### src/hdl/bb3_pkg.sv
`timescale 1ns / 1ps
// ----------------------------------------------------------------------------
// bb3_pkg
// Shared constants, codes and types of the 3x3 box blur stream.
// ----------------------------------------------------------------------------
package bb3_pkg;

  localparam int MAX_WIDTH_DEFAULT = 1024;
  localparam int MAX_HEIGHT        = 4096;

  localparam int WIDTH_W     = 11;
  localparam int HEIGHT_W    = 13;
  localparam int ROW_W       = 12;
  localparam int CFG_INDEX_W = 1;
  localparam int CFG_DATA_W  = 13;

  localparam logic [WIDTH_W-1:0]  WIDTH_RESET  = 11'd1024;
  localparam logic [HEIGHT_W-1:0] HEIGHT_RESET = 13'd1024;

  localparam logic OP_PIXEL = 1'b0;
  localparam logic OP_FLUSH = 1'b1;

  localparam logic [CFG_INDEX_W-1:0] REG_IMAGE_WIDTH  = 1'b0;
  localparam logic [CFG_INDEX_W-1:0] REG_IMAGE_HEIGHT = 1'b1;

  localparam int NUM_CH   = 3;
  localparam int CH_W     = 8;
  localparam int CH_RED   = 0;
  localparam int CH_GREEN = 1;
  localparam int CH_BLUE  = 2;

  localparam int SUM_W       = 12;
  localparam int COUNT_W     = 4;
  localparam int MAX_RESULTS = 2;
  localparam int RES_DEPTH   = 8;
  localparam int RES_PTR_W   = 3;
  localparam int RES_CNT_W   = 4;

  typedef logic [NUM_CH-1:0][CH_W-1:0] bb3_rgb_t;

  typedef struct packed {
    bb3_rgb_t older;
    bb3_rgb_t newer;
  } bb3_entry_t;

  typedef struct packed {
    logic       drain;
    logic       first;
    logic [2:0] rv;
    logic [2:0] cv;
    logic       cvb0;
    logic       emit_a;
    logic       emit_b;
    logic       col0;
  } bb3_ctrl_t;

  typedef struct packed {
    logic [NUM_CH-1:0][SUM_W-1:0] sum;
    logic [COUNT_W-1:0]           count;
    logic                         last;
  } bb3_sum_t;

  typedef struct packed {
    bb3_rgb_t mean;
    logic     last;
  } bb3_res_t;

endpackage

### src/hdl/bb3_result_fifo.sv
`timescale 1ns / 1ps
// ----------------------------------------------------------------------------
// bb3_result_fifo
// Result queue that takes up to two results per cycle and hands out one
// result per beat.
// ----------------------------------------------------------------------------
module bb3_result_fifo import bb3_pkg::*; (
  input  logic                   clk,
  input  logic                   rst,
  input  logic [MAX_RESULTS-1:0] push,
  input  bb3_res_t               din [MAX_RESULTS],
  output logic                   out_valid,
  input  logic                   out_ready,
  output bb3_res_t               dout
);

  bb3_res_t               mem [RES_DEPTH];
  logic [RES_PTR_W-1:0]   wr_ptr;
  logic [RES_PTR_W-1:0]   rd_ptr;
  logic [RES_CNT_W-1:0]   count;
  logic [RES_CNT_W-1:0]   n_push;
  logic                   pop;

  assign out_valid = count != '0;
  assign dout      = mem[rd_ptr];
  assign pop       = out_valid && out_ready;
  assign n_push    = RES_CNT_W'(push[0]) + RES_CNT_W'(push[1]);

  always_ff @(posedge clk) begin
    if (push[0]) begin
      mem[wr_ptr] <= din[0];
    end
    if (push[1]) begin
      mem[wr_ptr + RES_PTR_W'(1)] <= din[1];
    end
  end

  always_ff @(posedge clk) begin
    if (rst) begin
      wr_ptr <= '0;
      rd_ptr <= '0;
      count  <= '0;
    end else begin
      wr_ptr <= wr_ptr + n_push[RES_PTR_W-1:0];
      if (pop) begin
        rd_ptr <= rd_ptr + RES_PTR_W'(1);
      end
      count <= count + n_push - RES_CNT_W'(pop);
    end
  end

  a_no_overflow: assert property (@(posedge clk) disable iff (rst)
    count <= RES_CNT_W'(RES_DEPTH))
    else $error("result queue overflow");

  a_push_order: assert property (@(posedge clk) disable iff (rst)
    push[1] |-> push[0])
    else $error("second result pushed without the first");

endmodule

### config.mk
export PLATFORM = sky130hd
export DESIGN_NAME = bb3_result_fifo
export DESIGN_NICKNAME = d
export VERILOG_FILES = /design/src/hdl/bb3_pkg.sv /design/src/hdl/bb3_result_fifo.sv
export SDC_FILE = /design/constraint.sdc
export NUM_CORES = 1
export LEC_CHECK = 0
export BUFFER_PORTS_ARGS = -buffer_cell sky130_fd_sc_hd__buf_2
export CAP_MARGIN = 20
export CORE_ASPECT_RATIO = 1.75
export CORE_UTILIZATION = 30
export CTS_CLUSTER_DIAMETER = 80
export DETAILED_ROUTE_END_ITERATION = 8
export PLACE_DENSITY_LB_ADDON = 0.12
export SETUP_SLACK_MARGIN = 0.3
export SLEW_MARGIN = 20
export SYNTH_ARGS = -nofsm -noshare
export SYNTH_HDL_FRONTEND = slang
export SYNTH_SLANG_ARGS = --single-unit
### constraint.sdc
create_clock -name clk -period 7.5 [get_ports clk]
set_clock_uncertainty 0.05 [all_clocks]
set_input_delay 1.875 -clock clk [delete_from_list [all_inputs] [get_ports clk]]
set_output_delay 1.875 -clock clk [all_outputs]
set_load 0.01 [all_outputs]
==> flow_summary.toml <==
[sta]
setup_viol = 0
timing.final.crit_period_ns = 4.819
tightest_slew_ns = 1.042
final.period_utilization_pct = 64.25
report.final.slew_viol_count = 0
fmax_mhz = 207.5
slew_headroom_pct = 30.45
rsz0062_at_grt = "false"
hold_viol = 0
fin_setup_tns_ns = 0

[global_route]
antenna_found_initial = 2
grt_max_degree = 51
grt_pass1_wl_um = 42950
first_global_vias = 6609
grt_remaining_overflow = 0
track_usage_pct = 16.14

[floorplan]
start_util_pct = 30.50
die_h_um = 252.2
core_um2 = 35180
die_x_um = 145.0
fp.dieArea_um2 = 36560
pin_count = 81
placement_rows = 91

[power_and_ir_drop]
pwr_density_cell_nw_per_um2 = 271.4
leakagePower_uw = 0.004001
ir_drop_uv = 133.9

[final_layout]
layout-drive-gt1-share_pct = 59.14
nets = 753
area_delta_synth_final_pct = 14.75
mostFrequentLayoutCell = "mux2_2"
fin_area_um2 = 12310
diodes = 0
layout_common_cells = "mux2_2 (223), edfxtp_1 (200), buf_2 (80), mux4_2 (50), clkbuf_16 (23)"

[yosys]
yosysTopAreaCellShare_pct = 55.97
ys_async_sr_fraction_pct = 0
yosysTopAreaCell = "edfxtp_1"
synthesis.nets = 667
syn_inst = 600
synth-edff-count = 200
yosysUniqueCellTypes = 34
ys_warn_count = 0
synth.avg_cell_area_um2 = 17.88
syn-cell-area_um2 = 10730
synth_area_leaders = "edfxtp_1 (56%), mux2_2 (23%), mux4_2 (10%), dfxtp_1 (2.4%), ha_1 (1.2%)"
yosysSeqAreaShare_pct = 58.40
ys_ff_latch = 213
synth_ff_type = "edfxtp_1"

[cts]
cts-root-buf = "clkbuf_16"
clk_pin_slew_ns = 0.06
htreeDepth = 1
hold_buffers = 0
ctsResizeCount = 0
insertion_delay_ns = 0.51
max-clock-path-buffers = 3
clkSinkCount = 213
tritoncts = "built"
cts_buffers = 22
postCtsSetupBuffers = 0

[drt]
drtIter0Drc = 301
drtAntennaViolNets = 0
avgViaCountPerCell = 4.985
wl_um = 28920
wl_per_cell_um = 24.82
drc = 0
vias = 5808
firstDrtPassIters = 4

[job]
drv_cap = 0

[setup_path]
crit_arrival_ns = 2.89
crit_path_max_fanout = 33
worst-endpoint-required_ns = 5.58
criticalPathCategory = "flip-flop to primary output"
start_kind = "flip-flop"
critPathCaptureType = "primary output"

[status]
outcome = "finished, final reports clean"

[placement]
placed_area_um2 = 11680
globalplace.congestion = 0.7022
port_buffers = 80
hpwlAfterDp_um = 16690

[hold_path]
hold_path_class = "flip-flop to flip-flop"
==> power breakdown <==
group	switching, µW	total [µW]	leakage (µW)	internal [µW]
combinational	428	813	0.00175	384
clock	450	1010	0.000307	556
sequential	54.5	1520	0.00194	1470
==> registers in the layout, summed over array words and instances, names as in the netlist, named ones only <==
signal	cells
mem	200
count	4
rd_ptr	3
wr_ptr	3
==> per-stage QoR <==
| step | util, % | hold WS, ns | power (µW) | std cells | setup WS [ns] |
|---|---|---|---|---|---|
| after floorplan | - | 0.4091 | 2078 | 600 | 3.062 |
| after global placement | 33.17 | 0.4221 | 2359 | 1126 | 3.111 |
| after detailed placement | 33.20 | 0.4398 | 2383 | 1127 | 3.096 |
| after CTS | 35.00 | 0.4499 | 3401 | 1165 | 2.541 |
| after global routing | 35.00 | 0.4801 | 3493 | 1165 | 2.471 |
| final | 35.00 | 0.4445 | 3341 | 1165 | 2.681 |
==> final cells by class <==
cell class / instances / area (µm²)
well taps: 465 / 581.8
clock inverters: 9 / 35.03
multi-input cells: 342 / 4259
fillers: 3342 / 22870
clock buffers: 29 / 598.1
repair buffers: 96 / 524.3
flip-flops and latches: 213 / 6274
inverters: 11 / 41.29
==> layer usage <==
| metal | up-vias | share of wire, % | GRT usage (%) |
|---|---|---|---|
| li1 | 2592 | - | - |
| met1 | 3052 | 38 | 18.09 |
| met2 | 116 | 56 | 31.21 |
| met3 | 44 | 3.4 | 2.148 |
| met4 | 4 | 2.1 | 4.894 |
| met5 | - | 0.080 | 0 |
==> cell usage after synthesis, types with 2 or more instances <==
library cell,n
a21oi_1,6
buf_2,11
buf_4,3
buf_6,8
clkbuf_1,12
dfxtp_1,13
edfxtp_1,200
fa_1,2
ha_1,10
inv_1,11
mux2_1,2
mux2_2,223
mux4_2,50
nand2_1,4
nand2_2,2
nand2b_1,4
nand3_1,2
nand3b_1,2
nor2_1,4
nor2_2,4
nor2b_1,4
nor3_4,2
nor3b_1,2
o21ai_0,5
o22ai_1,3
or3_1,2
xnor2_1,2
==> worst paths after layout <==
check / start / to / slack, ns / cells past startpoint
worst max register to register: wr_ptr[0]$_SDFF_PP0_ / mem[4][15]$_DFFE_PP_ / 4.24 / 6
worst min-delay path: rd_ptr[2]$_SDFFE_PP0P_ / flip-flop / 0.44 / 2
worst min register to register: rd_ptr[2]$_SDFFE_PP0P_ / flip-flop / 0.44 / 2
worst max-delay path: flip-flop / dout[2] / 2.68 / 4
==> worst max-delay path, stage by stage (launching register included) <==
cell,delay (ns)
dfxtp_4,0.61
buf_4,0.67
mux4_2,0.63
mux2_2,0.28
buf_2,0.14
==> kinds of logic (layout without fill, tap and decap cells) <==
| group | after synthesis | after routing | share of synthesized area [%] |
|---|---|---|---|
| buffers and inverters | 45 | 145 | 2.367 |
| adder cells (fa/ha/maj) | 12 | 12 | 1.539 |
| AO/OA/AOI/OAI | 17 | 17 | 0.9212 |
| multiplexers | 275 | 275 | 34.11 |
| flip-flops | 213 | 213 | 58.40 |
| XOR/XNOR | 4 | 4 | 0.6764 |
| AND/OR/NAND/NOR | 34 | 34 | 1.994 |
Note: power is estimated with default switching activity, not from simulation.
