**config.mk**
```make
export PLATFORM = sky130hd
export DESIGN_NAME = bb3_divide
export DESIGN_NICKNAME = d
export VERILOG_FILES = /design/src/hdl/bb3_pkg.sv /design/src/hdl/bb3_divide.sv
export SDC_FILE = /design/constraint.sdc
export NUM_CORES = 2
export LEC_CHECK = 0
export ABC_CLOCK_PERIOD_IN_PS = 10600
export BUFFER_PORTS_ARGS = -buffer_cell sky130_fd_sc_hd__buf_2
export CORE_MARGIN = 2
export CORE_UTILIZATION = 65
export DETAILED_ROUTE_END_ITERATION = 12
export GPL_ROUTABILITY_DRIVEN = 0
export PLACE_DENSITY_LB_ADDON = 0.05
export SYNTH_ARGS = -nofsm -noshare
export SYNTH_HDL_FRONTEND = slang
export SYNTH_SLANG_ARGS = --single-unit
```
**constraint.sdc**
```tcl
create_clock -name vclk -period 10.6
set_clock_uncertainty 0.05 [all_clocks]
set_input_delay 1.06 -clock vclk [all_inputs]
set_output_delay 1.06 -clock vclk [all_outputs]
set_load 0.03 [all_outputs]
```
**src/hdl/bb3_pkg.sv**
```systemverilog
`timescale 1ns / 1ps
// ----------------------------------------------------------------------------
// bb3_pkg
// Shared constants, codes and types of the 3x3 box blur stream.
// ----------------------------------------------------------------------------
package bb3_pkg;

  localparam int MAX_WIDTH_DEFAULT = 1024;
  localparam int MAX_HEIGHT        = 4096;

  localparam int WIDTH_W     = 11;
  localparam int HEIGHT_W    = 13;
  localparam int ROW_W       = 12;
  localparam int CFG_INDEX_W = 1;
  localparam int CFG_DATA_W  = 13;

  localparam logic [WIDTH_W-1:0]  WIDTH_RESET  = 11'd1024;
  localparam logic [HEIGHT_W-1:0] HEIGHT_RESET = 13'd1024;

  localparam logic OP_PIXEL = 1'b0;
  localparam logic OP_FLUSH = 1'b1;

  localparam logic [CFG_INDEX_W-1:0] REG_IMAGE_WIDTH  = 1'b0;
  localparam logic [CFG_INDEX_W-1:0] REG_IMAGE_HEIGHT = 1'b1;

  localparam int NUM_CH   = 3;
  localparam int CH_W     = 8;
  localparam int CH_RED   = 0;
  localparam int CH_GREEN = 1;
  localparam int CH_BLUE  = 2;

  localparam int SUM_W       = 12;
  localparam int COUNT_W     = 4;
  localparam int MAX_RESULTS = 2;
  localparam int RES_DEPTH   = 8;
  localparam int RES_PTR_W   = 3;
  localparam int RES_CNT_W   = 4;

  typedef logic [NUM_CH-1:0][CH_W-1:0] bb3_rgb_t;

  typedef struct packed {
    bb3_rgb_t older;
    bb3_rgb_t newer;
  } bb3_entry_t;

  typedef struct packed {
    logic       drain;
    logic       first;
    logic [2:0] rv;
    logic [2:0] cv;
    logic       cvb0;
    logic       emit_a;
    logic       emit_b;
    logic       col0;
  } bb3_ctrl_t;

  typedef struct packed {
    logic [NUM_CH-1:0][SUM_W-1:0] sum;
    logic [COUNT_W-1:0]           count;
    logic                         last;
  } bb3_sum_t;

  typedef struct packed {
    bb3_rgb_t mean;
    logic     last;
  } bb3_res_t;

endpackage

```
**src/hdl/bb3_divide.sv**
```systemverilog
`timescale 1ns / 1ps
// ----------------------------------------------------------------------------
// bb3_divide
// Rounded mean of each result slot: (2*sum + count) / (2*count), exact by a
// multiplication with a scaled reciprocal of the small divisor.
// ----------------------------------------------------------------------------
module bb3_divide import bb3_pkg::*; (
  input  bb3_sum_t slot [MAX_RESULTS],
  output bb3_res_t res  [MAX_RESULTS]
);

  localparam int RECIP_W     = 18;
  localparam int RECIP_SHIFT = 18;
  localparam int NUM_W       = SUM_W + 1;
  localparam int PROD_W      = NUM_W + RECIP_W;

  function automatic logic [RECIP_W-1:0] recip(input logic [COUNT_W-1:0] count);
    logic [RECIP_W-1:0] m;
    case (count)
      4'd2:    m = 18'd65536;
      4'd3:    m = 18'd43691;
      4'd4:    m = 18'd32768;
      4'd6:    m = 18'd21846;
      4'd9:    m = 18'd14564;
      default: m = 18'd131072;
    endcase
    return m;
  endfunction

  logic [NUM_W-1:0]  num  [MAX_RESULTS][NUM_CH];
  logic [PROD_W-1:0] prod [MAX_RESULTS][NUM_CH];

  always_comb begin
    for (int k = 0; k < MAX_RESULTS; k++) begin
      for (int ch = 0; ch < NUM_CH; ch++) begin
        num[k][ch]  = {slot[k].sum[ch], 1'b0} + NUM_W'(slot[k].count);
        prod[k][ch] = PROD_W'(num[k][ch]) * PROD_W'(recip(slot[k].count));
        res[k].mean[ch] = prod[k][ch][RECIP_SHIFT +: CH_W];
      end
      res[k].last = slot[k].last;
    end
  end

endmodule

```
==> flow_metrics.tcl <==
set metrics [dict create \
    design.portCount 132 \
    final.clkbuf_count 0 \
    dpl_cell_area_mm2 0.0348 \
    postCtsResizedCells 0 \
    synth_cells 3667 \
    grtUsageMet3 0.0601 \
    die-width_um 230 \
    final_hold_viol_count 0 \
    start_util 0.661 \
    fin_ws_ns 0.980 \
    slew_headroom 0.377 \
    dp_slack_ns 1.11 \
    power_leakage_nw 20.3 \
    min_path_cells 0 \
    setup_viol_count_final 0 \
    placed_cells_incl_taps 4467 \
    finalNetCount 5109 \
    core.rowCount 82 \
    crit_required_ns 9.49 \
    layout.core_utilization 0.693 \
    globalRoute.totalOverflow 0 \
    detail_route.first_pass.iterations 5 \
    synthesis.area_mm2 0.0332 \
    met2_usage 0.545 \
    die-height_um 230 \
    grt_antenna_before_repair 5 \
    fp.dieArea_mm2 0.0530 \
    detail_route.vias_per_cell 5.38 \
    hold-path-endpoint "res[25]" \
    grt_max_degree 25 \
    remaining_drc_errors 0 \
    grt_busiest_layer "met2" \
    setup_tns_after_final_layout_ns 0 \
    endpoint_kind_of_the_worst_setup_timing_path "output pin" \
    most-common-layout-cells "inv_1 (1,284), fa_1 (900), ha_1 (330), nand2_1 (302), nor2_1 (251)" \
    grt_pass1_vias 27300 \
    fillerInstances 4032 \
    worst-slew-pin-transition_ns 0.930 \
    drt-initial-drc-count 2103 \
    grt_use_total 0.344 \
    cp-start-kind "input port" \
    global_route_wire_length_before_repair_um 142000 \
    final_cell_count_no_fill 4472 \
    layout_area_overhead_pct 4.89 \
    vdd_ir_drop_max_uv 292 \
    post-cts-setup-buffer-count 0 \
    crit_fanout 13 \
    design.core.area_mm2 0.0503 \
    synth_adder_area_share 0.666 \
    synthXorXnorAreaFrac 0.0509 \
    worst-setup-path-type "in2out" \
    post_synth.cell_area_avg_um2 9.06 \
    timing.hold.worst.class "in2out" \
    final_cell_area_mm2 0.0349 \
    dp.final_hpwl_um 78700 \
    drv_slew 0 \
    synthDistinctLibCells 61 \
    final-seq-area_um2 0 \
    mostFrequentLayoutCell "inv_1" \
    drive_above_1_share 0.0480 \
    launch_instance_of_the_worst_min_delay_path "slot[41]" \
    maxClockFrequency_mhz 104 \
    via_count 24100 \
    max_cap_viol_count 0 \
    groute.layer.met1.usage 0.496 \
    fin_crit_share 0.908 \
    postCtsHoldBufs 0 \
    yosys_warnings 0 \
    routedWlPerCell_um 19.2 \
    mux_cell_area_share_after_synthesis 0 \
    sequential_cell_area_fraction_in_the_yosys_report 0 \
    numPortBuffers 128 \
    numSequentialCells 0 \
    critical_path_arrival_ns 8.51 \
    post-route-min-period_ns 9.62 \
    synth_top_family_by_area "adder cells" \
    status "finished clean" \
    synth_compound_area_frac 0.0328 \
    postRouteAntennaNets 0 \
    post_synth_and_or_nand_nor_area_fraction 0.0987 \
    drt-total-wl_um 85600 \
    power_density_mw_per_mm2 88.1 \
    unrepaired_setup_endpoints_after_global_routing "false" \
]
==> cells by family after synthesis <==
| kind of cell | after synthesis |
|---|---|
| other cells | 2 |
| xor+xnor | 193 |
| buf+inv | 1335 |
| simple gates | 745 |
| fa+ha+maj | 1230 |
| compound gates | 162 |
==> power by group <==
part,internal [W],total [W],switching (W)
clock,0.0000000000633,0.0000000000634,0
combinational,0.00115,0.00307,0.00193
sequential,0,0,0
total,0.00115,0.00307,0.00193
==> worst max-delay path, cell delays in order <==
cell and delay, ns:
buf_2 0.29, ha_1 0.30, a21o_1 0.15, a21oi_1 0.60, nor2_1 0.17, xor2_1 0.43, nand2_1 0.25, fa_1 0.55
fa_1 0.53, inv_1 0.08, fa_1 0.48, fa_1 0.50, inv_1 0.05, fa_1 0.47, inv_1 0.05, ha_1 0.28
a211oi_1 0.34, o21ai_0 0.22, o2111ai_1 0.15, nand3_1 0.25, or4_1 0.49, a31o_2 0.27, a21oi_1 0.20, xnor2_1 0.14
buf_2 0.22
==> area by class of cell <==
class / count / area (um^2) / share of cell area
diodes: 5 / 12.5 / 0.000359
well taps: 672 / 841 / 0.0241
inverters: 1285 / 4820 / 0.138
multi-input cells: 2354 / 28300 / 0.813
repair buffers: 156 / 851 / 0.0244
==> Yosys cell counts (2+ instances only) <==
master / n / area (um^2)
o31ai_1: 2 / 15.0
ha_1: 330 / 4130
nand4bb_1: 2 / 22.5
a21o_1: 30 / 225
o41ai_2: 2 / 32.5
a211o_1: 4 / 35.0
buf_1: 3 / 11.3
nand2b_1: 9 / 56.3
o21bai_1: 4 / 30.0
o21ai_1: 4 / 20.0
and3b_1: 2 / 17.5
buf_4: 2 / 15.0
nand3_1: 26 / 130
nor2b_1: 22 / 138
o21a_1: 12 / 90.1
or4_1: 3 / 22.5
or3_1: 6 / 37.5
a21oi_1: 45 / 225
xor2_1: 75 / 657
nand3b_1: 3 / 22.5
and2_1: 31 / 194
nor3b_1: 4 / 30.0
nor2_1: 254 / 953
nor3_1: 17 / 85.1
and4_1: 9 / 78.8
clkbuf_1: 44 / 165
nand4_1: 13 / 81.3
and3_1: 24 / 150
or3b_2: 2 / 17.5
a31oi_1: 7 / 43.8
nor4_1: 3 / 18.8
o22ai_1: 5 / 31.3
a2111oi_1: 2 / 20.0
xnor2_1: 118 / 1030
nand2_1: 302 / 1130
o211ai_1: 5 / 37.5
inv_1: 1284 / 4820
or2_2: 8 / 50.1
conb_1: 2 / 7.51
fa_1: 900 / 18000
a211oi_1: 10 / 75.1
o21ai_0: 16 / 80.1
o2111ai_1: 3 / 26.3
==> worst max-delay path by stage <==
stage	from	endpoint	slack (ns)	cells after the start
after floorplan	slot[42]	res[41]	2.02	23
after global placement	slot[3]	res[16]	1.28	25
after detailed placement	slot[3]	res[16]	1.11	26
after CTS	slot[3]	res[16]	1.09	26
after global routing	slot[3]	res[16]	0.64	28
final	slot[3]	res[15]	0.98	25
==> metal layers <==
metal,share of wire,up-vias,wire (um)
met5,0,-,0
met4,0.031,0,2630
met3,0.097,178,8300
met2,0.46,1065,39500
met1,0.41,12100,35200
li1,-,10700,-
==> per-stage QoR <==
stage                     power (W)  hold WS, ns
after detailed placement    0.00306         2.07
after CTS                   0.00308         2.07
final                       0.00307         2.07
after global placement      0.00295         2.07
after global routing        0.00346         2.07
after floorplan             0.00222         2.20
(Power assumes the default switching activity.)
